===== src/rtl/lsws_pkg.sv =====
// Package for the LIFO stack with search: sizes, command and status codes,
// and the command/status structs between controller and datapath.
// Depends on nothing; used by every module of the block.
package lsws_pkg;

  // Built depth of the stack and the widths that follow from it.
  localparam int unsigned DEPTH   = 256;
  localparam int unsigned ADDR_W  = $clog2(DEPTH);
  localparam int unsigned CNT_W   = ADDR_W + 1;
  localparam int unsigned WORD_W  = 32;
  localparam int unsigned CMD_W   = 3;
  localparam int unsigned STAT_W  = 2;

  // Capacity register: fixed 9-bit field, resets to the full built depth.
  localparam int unsigned CAP_W     = 9;
  localparam logic [CAP_W-1:0] CAP_RESET = CAP_W'(DEPTH);

  // Command codes carried by each input word.
  typedef enum logic [CMD_W-1:0] {
    CMD_PUSH   = 3'd0,
    CMD_POP    = 3'd1,
    CMD_PEEK   = 3'd2,
    CMD_CLEAR  = 3'd3,
    CMD_SEARCH = 3'd4
  } cmd_e;

  // Result status codes.
  typedef enum logic [STAT_W-1:0] {
    ST_OK       = 2'd0,
    ST_FULL     = 2'd1,
    ST_EMPTY    = 2'd2,
    ST_NOTFOUND = 2'd3
  } status_e;

  // Commands from the controller to the datapath for one cycle.
  typedef struct packed {
    logic push;        // write the input word on top, count up
    logic pop;         // count down
    logic rd_top;      // read the top entry
    logic clear;       // drop every entry
    logic srch_start;  // latch the key and read the top entry
    logic srch_step;   // move the scan one entry down
    logic res_zero;    // result data and position zero
    logic res_data;    // result data from the memory read
    logic res_pos;     // result position from the scan index
  } lsws_cmd_t;

  // Status from the datapath to the controller.
  typedef struct packed {
    logic empty;
    logic full;
    logic match;
    logic chk_zero;
  } lsws_stat_t;

endpackage


===== src/rtl/lsws_ctrl.sv =====
// Controller of the LIFO stack with search: accepts commands and sequences
// reads and the top-down scan. Depends on lsws_pkg.
module lsws_ctrl
  import lsws_pkg::*;
(
  input  logic              clk_i,
  input  logic              rst_ni,
  input  logic              start_i,
  input  logic [CMD_W-1:0]  cmd_i,
  input  lsws_stat_t        stat_i,
  output lsws_cmd_t         dp_cmd_o,
  output logic              busy_o,
  output logic              done_o,
  output logic [STAT_W-1:0] status_o
);

  typedef enum logic [1:0] {
    S_IDLE,
    S_READ,
    S_SCAN
  } state_e;

  state_e    state_q, state_d;
  logic      done_q, done_d;
  status_e   status_q, status_d;
  lsws_cmd_t cmd;

  // Next state, result status and datapath commands.
  always_comb begin
    state_d  = state_q;
    done_d   = 1'b0;
    status_d = status_q;
    cmd      = '0;
    case (state_q)
      S_IDLE: begin
        if (start_i) begin
          case (cmd_i)
            CMD_PUSH: begin
              cmd.res_zero = 1'b1;
              done_d       = 1'b1;
              if (stat_i.full) begin
                status_d = ST_FULL;
              end else begin
                status_d = ST_OK;
                cmd.push = 1'b1;
              end
            end
            CMD_POP, CMD_PEEK: begin
              if (stat_i.empty) begin
                cmd.res_zero = 1'b1;
                status_d     = ST_EMPTY;
                done_d       = 1'b1;
              end else begin
                cmd.rd_top = 1'b1;
                cmd.pop    = (cmd_i == CMD_POP);
                state_d    = S_READ;
              end
            end
            CMD_CLEAR: begin
              cmd.clear    = 1'b1;
              cmd.res_zero = 1'b1;
              status_d     = ST_OK;
              done_d       = 1'b1;
            end
            CMD_SEARCH: begin
              if (stat_i.empty) begin
                cmd.res_zero = 1'b1;
                status_d     = ST_NOTFOUND;
                done_d       = 1'b1;
              end else begin
                cmd.srch_start = 1'b1;
                state_d        = S_SCAN;
              end
            end
            default: begin
              // Undefined codes leave the stack alone and report success.
              cmd.res_zero = 1'b1;
              status_d     = ST_OK;
              done_d       = 1'b1;
            end
          endcase
        end
      end
      S_READ: begin
        cmd.res_data = 1'b1;
        status_d     = ST_OK;
        done_d       = 1'b1;
        state_d      = S_IDLE;
      end
      S_SCAN: begin
        if (stat_i.match) begin
          cmd.res_pos = 1'b1;
          status_d    = ST_OK;
          done_d      = 1'b1;
          state_d     = S_IDLE;
        end else if (stat_i.chk_zero) begin
          cmd.res_zero = 1'b1;
          status_d     = ST_NOTFOUND;
          done_d       = 1'b1;
          state_d      = S_IDLE;
        end else begin
          cmd.srch_step = 1'b1;
        end
      end
      default: begin
        state_d = S_IDLE;
      end
    endcase
  end

  // State and registered result strobe and status.
  always_ff @(posedge clk_i or negedge rst_ni) begin
    if (!rst_ni) begin
      state_q  <= S_IDLE;
      done_q   <= 1'b0;
      status_q <= ST_OK;
    end else begin
      state_q  <= state_d;
      done_q   <= done_d;
      status_q <= status_d;
    end
  end

  assign dp_cmd_o = cmd;
  assign busy_o   = (state_q != S_IDLE);
  assign done_o   = done_q;
  assign status_o = status_q;

endmodule


===== config.mk =====
export PLATFORM = sky130hd
export DESIGN_NAME = lsws_ctrl
export DESIGN_NICKNAME = d
export VERILOG_FILES = /design/src/rtl/lsws_pkg.sv /design/src/rtl/lsws_ctrl.sv
export SDC_FILE = /design/constraint.sdc
export NUM_CORES = 1
export LEC_CHECK = 0
export BUFFER_PORTS_ARGS = -buffer_cell sky130_fd_sc_hd__clkbuf_2
export CORE_AREA = 2 2 39 41
export CTS_CLUSTER_SIZE = 20
export DETAILED_ROUTE_END_ITERATION = 6
export DIE_AREA = 0 0 41 43
export GPL_TIMING_DRIVEN = 0
export PLACE_DENSITY = 0.7
export SLEW_MARGIN = 20
export SYNTH_ARGS = -nofsm -noshare
export SYNTH_HDL_FRONTEND = slang
export SYNTH_SLANG_ARGS = --single-unit

===== constraint.sdc =====
create_clock -name clk_i -period 2.2 [get_ports clk_i]
set_input_delay 0.33 -clock clk_i [delete_from_list [all_inputs] [get_ports clk_i]]
set_output_delay 0.33 -clock clk_i [all_outputs]
set_load 0.02 [all_outputs]

After elaboration in Yosys (flattened, before gate mapping)
Cells that the tools add are included.
{ "totals": {"ff_bits": 5, "inputBits": 10, "out_inout_bits": 13, "elab_cells": 61} }
{ "classes": {"eq_ne": 13, "mux": 37, "n_reduce_logical": 8} }
{ "ops": {"columns": ["cell", "count"], "rows": [
  ["two-way mux 2 bit", 13],
  ["two-way mux 1 bit", 16],
  ["!= test 3 bit, second input constant", 5],
  ["one-hot mux 2 bit (3 select lines)", 2],
  ["two-way mux 5 bit", 2],
  ["AND reduction 5 bit", 2],
  ["one-hot mux 2 bit (2 select lines)", 2],
  ["== test 3 x 2 -> 1 bit, second input constant", 2],
  ["== test 3 x 1 -> 1 bit, second input constant", 1],
  ["== test 3 bit, second input constant", 1],
  ["logical NOT 3 bit", 1],
  ["!= test 3 x 1 -> 1 bit, second input constant", 1],
  ["one-hot mux 1 bit (3 select lines)", 1],
  ["nonzero test 3 bit", 1],
  ["OR reduction 3 bit", 1],
  ["== test 2 x 1 -> 1 bit, second input constant", 1],
  ["== test 2 bit, second input constant", 1],
  ["logical NOT 2 bit", 1],
  ["!= test 2 bit, second input constant", 1],
  ["one-hot mux 1 bit (2 select lines)", 1],
  ["nonzero test 2 bit", 1],
  ["OR reduction 2 bit", 1]
]} }

Depth between registers and ports, before layout
{ "logic_depth": {"ltp_word": 5, "mapped_depth": 6, "ltp_nobuf": 6} }

Worst setup path before layout
OpenSTA, ideal clock, no wires.
{ "synth_timing": {"kind": "reg-to-reg", "from": "register state_q[0]", "to": "register status_q[0] (netlist: status_o[0])", "setup_time_ps": 125, "t_arrival_ps": 1955, "required_ps": 2075, "path_slack_ps": 120, "path_stages_with_launch": 7, "n_path_buf": 0, "synth_period_minus_slack_ps": 2080, "path_cell_list": "dfrtp_1 inv_1 ha_1 nor3b_1 a21oi_1 o311ai_4 mux2_4"} }
{ "synth_via": {"elab_chain_cells": 3, "word_cells_on_any_way": 10, "cone_classes": "eq/ne: 6; mux: 1; reduce/logical: 3"} }
{ "synth_rtl": {"columns": ["element", "line_no", "text"], "rows": [
  ["start: declaration", "lsws_ctrl.sv:23", "state_e state_q, state_d;"],
  ["start signal: assignment", "lsws_ctrl.sv:118", "state_q <= state_d;"],
  ["== test 2 bit (tied with other cells)", "lsws_ctrl.sv:34", "case (state_q)"],
  ["!= test 3 bit (no source line) (tied with other cells)", null, null],
  ["AND reduction 5 bit (no source line)", null, null],
  ["end signal: assignment", "lsws_ctrl.sv:120", "status_q <= status_d;"],
  ["end: declaration", "lsws_ctrl.sv:25", "status_e status_q, status_d;"]
]} }
Several ways; a longest one is shown, not always the timed one.
A chain may end at the register's enable or synchronous reset.

==> impl_metrics.py <==
metrics = {
    "die": {
        "ios": 23,
        "rows": 14,
        "core_area_um2": 1380,
        "dieWidth_um": 41,
        "initial_core_util_pct": 32.3,
        "die-area_um2": 1760,
        "die_h_um": 43,
    },
    "global_route": {
        "grt_pass1_wl_mm": 1.73,
        "grt_use_total_pct": 13.9,
        "grt.overflow.total": 0,
        "grt_pass1_vias": 441,
        "grt_max_degree": 9,
        "antenna_found_initial": 0,
    },
    "synth": {
        "synth_edf_count": 0,
        "yosysMostFrequentCell": "inv_1",
        "synth_nets": 65,
        "synth.largest_area_cell": "dfrtp_1",
        "yosysUniqueCellTypes": 25,
        "synthCells": 51,
        "syn_area_per_cell_um2": 8.76,
        "netlist_top_cells_area": "dfrtp_1, ha_1, mux2_4, o311ai_4, o21ai_0",
        "synth_seq_area_share_pct": 28.0,
        "synth_top_area_share_pct": 28.0,
        "synth_ff_type": "dfrtp_1",
        "ys_ff_latch": 5,
        "netlist_top_cells_count": "inv_1, dfrtp_1, o21ai_0, ha_1, nand2_1",
        "yosys_warnings": 0,
        "ys_async_sr_fraction_pct": 100,
        "netlist_area_um2": 447,
    },
    "power": {
        "vdd_drop_max_v": 0.000317,
        "power_frac_seq_pct": 24.7,
        "netSwitchingFraction_pct": 44.9,
        "comb_power_share_pct": 58.7,
        "internal_power_uw": 352,
        "power_density_nw_per_um2": 1050,
        "leakagePower_nw": 0.316,
        "pwr-share-clk_pct": 16.6,
        "switchingPower_uw": 286,
        "power_uw": 638,
    },
    "worst_setup_path": {
        "path_class": "reg -> out",
        "r2r-start": "state_q[0]",
        "rrSetupSlack_ps": 260,
        "crit_path_end_kind": "output pin",
        "worstPathRequired_ps": 1870,
        "regToRegEndpoint": "status_o[1]",
        "reg2reg_depth": 6,
        "crit_path_start_kind": "flop",
        "startpoint": "state_q[0]",
        "worst-endpoint-arrival_ps": 1640,
        "crit_path_max_fanout": 5,
    },
    "routing": {
        "detail-route-antenna-nets": 0,
        "via_per_inst": 4.89,
        "drc": 0,
        "drt_iter0_drc": 13,
        "wire_per_inst_um": 10.8,
        "wl_mm": 1.00,
        "num_vias": 455,
        "drt_first_pass_iters": 4,
    },
    "cts": {
        "cts_tree": "yes",
        "ctsRootBufferMaster": "clkbuf_4",
        "numCtsBuffers": 3,
        "ctsResizeCount": 0,
        "cts_setup_buffers": 0,
        "ctsHoldBuffers": 1,
        "cts_buffer_depth": 2,
        "clk_pin_slew_ps": 40,
        "numClockSinks": 5,
        "htree_levels": 1,
        "insertion_delay_ps": 240,
    },
    "timing": {
        "rsz0062_at_grt": "false",
        "tns_ps": 0,
        "setup_viol": 0,
        "maxSlewHeadroom_pct": 67.6,
        "hold_viol": 0,
        "fmax_mhz": 508,
        "timing.hold.ws_ps": 449,
        "finalCriticalPeriod_ps": 1970,
        "tightestPinTransition_ps": 487,
        "slew_viol_final": 0,
        "clock_skew_ps": 1.47,
        "post-route-period-util_pct": 89.5,
    },
    "hold_path": {
        "hold_class": "in -> async",
    },
    "place": {
        "gp_congestion": 0.798,
        "dp_hpwl_um": 823,
        "io_buffers": 21,
    },
    "flow_run": {
        "cap_violations": 0,
    },
    "layout": {
        "syn_to_final_growth_pct": 36.1,
        "antenna_cells": 0,
        "final_nets": 92,
        "fillCellCount": 146,
        "drive_gt1_share_pct": 37.7,
    },
    "status": {
        "status": "finished, final reports clean",
    },
}
==> worst max path at each step <==
stage / end / cells after the start
3_3_place_gp: status_o[0] / 6
5_1_grt: dp_cmd_o[8] / 5
4_1_cts: dp_cmd_o[8] / 5
3_5_place_dp: status_o[1] / 6
6_report: dp_cmd_o[8] / 5
2_1_floorplan: status_o[0] / 6
==> kinds of logic after synthesis <==
group | Yosys count | synth area share [%]
compound gates | 14 | 23.8
simple gates | 18 | 22.4
buf+inv | 7 | 5.88
xor+xnor | 1 | 1.96
flops | 5 | 28.0
fa+ha+maj | 4 | 11.2
mux | 2 | 6.72
==> state kept, by name, summed over array words and instances, names as in the netlist <==
| register | flops |
|---|---|
| status_o | 2 |
| done_o | 1 |
| state_q | 2 |
==> worst max-delay path, stage by stage, from the launching register on <==
cell and delay [ps]:
dfrtp_1 420, inv_1 120, ha_1 210, nand2_1 130
nor4b_1 290, clkbuf_2 230
==> cell type report <==
cell class | instances | area, µm² | share of cell area [%]
sequential | 5 | 125 | 20.6
tap | 16 | 20.0 | 3.29
inverter | 6 | 22.5 | 3.70
multi-input combinational | 39 | 295 | 48.6
timing repair buffer | 22 | 115 | 18.9
clock buffer | 4 | 26.3 | 4.32
buffer | 1 | 3.75 | 0.617
==> placed cells by master, fill, tap and decap left out, drive strengths merged, types with 2 or more instances in the layout <==
cell / count
ha: 4
nor2: 3
mux2: 2
clkbuf: 26
o21a: 2
and3: 2
nand2: 4
o21ai: 5
inv: 6
dfrtp: 5
a21oi: 2
nor3: 3
==> metal layers <==
layer,vias up,GRT usage [%],wire length (µm)
met5,-,0,0
met3,0,0,56
met2,13,21.9,526
met1,209,17.1,422
met4,0,10.0,0
li1,233,-,-
==> through the flow <==
| stage | instances | setup WS (ps) | util [%] | area [µm²] |
|---|---|---|---|---|
| 3_5_place_dp | 88 | 294 | 41.3 | 572 |
| 2_1_floorplan | 51 | 120 | - | 447 |
| 3_3_place_gp | 88 | 319 | 41.3 | 572 |
| 4_1_cts | 93 | 193 | 43.9 | 608 |
| 5_1_grt | 93 | 95.2 | 43.9 | 608 |
| 6_report | 93 | 231 | 43.9 | 608 |
==> power groups by stage <==
stage	logic [mW]	registers, mW	clock network [mW]
after detailed placement	0.379	0.158	0
after floorplan	0.250	0.182	0
after global routing	0.419	0.164	0.120
after CTS	0.380	0.158	0.113
final	0.375	0.158	0.106
after global placement	0.372	0.158	0
No activity file was read; power rests on OpenSTA's default activity.
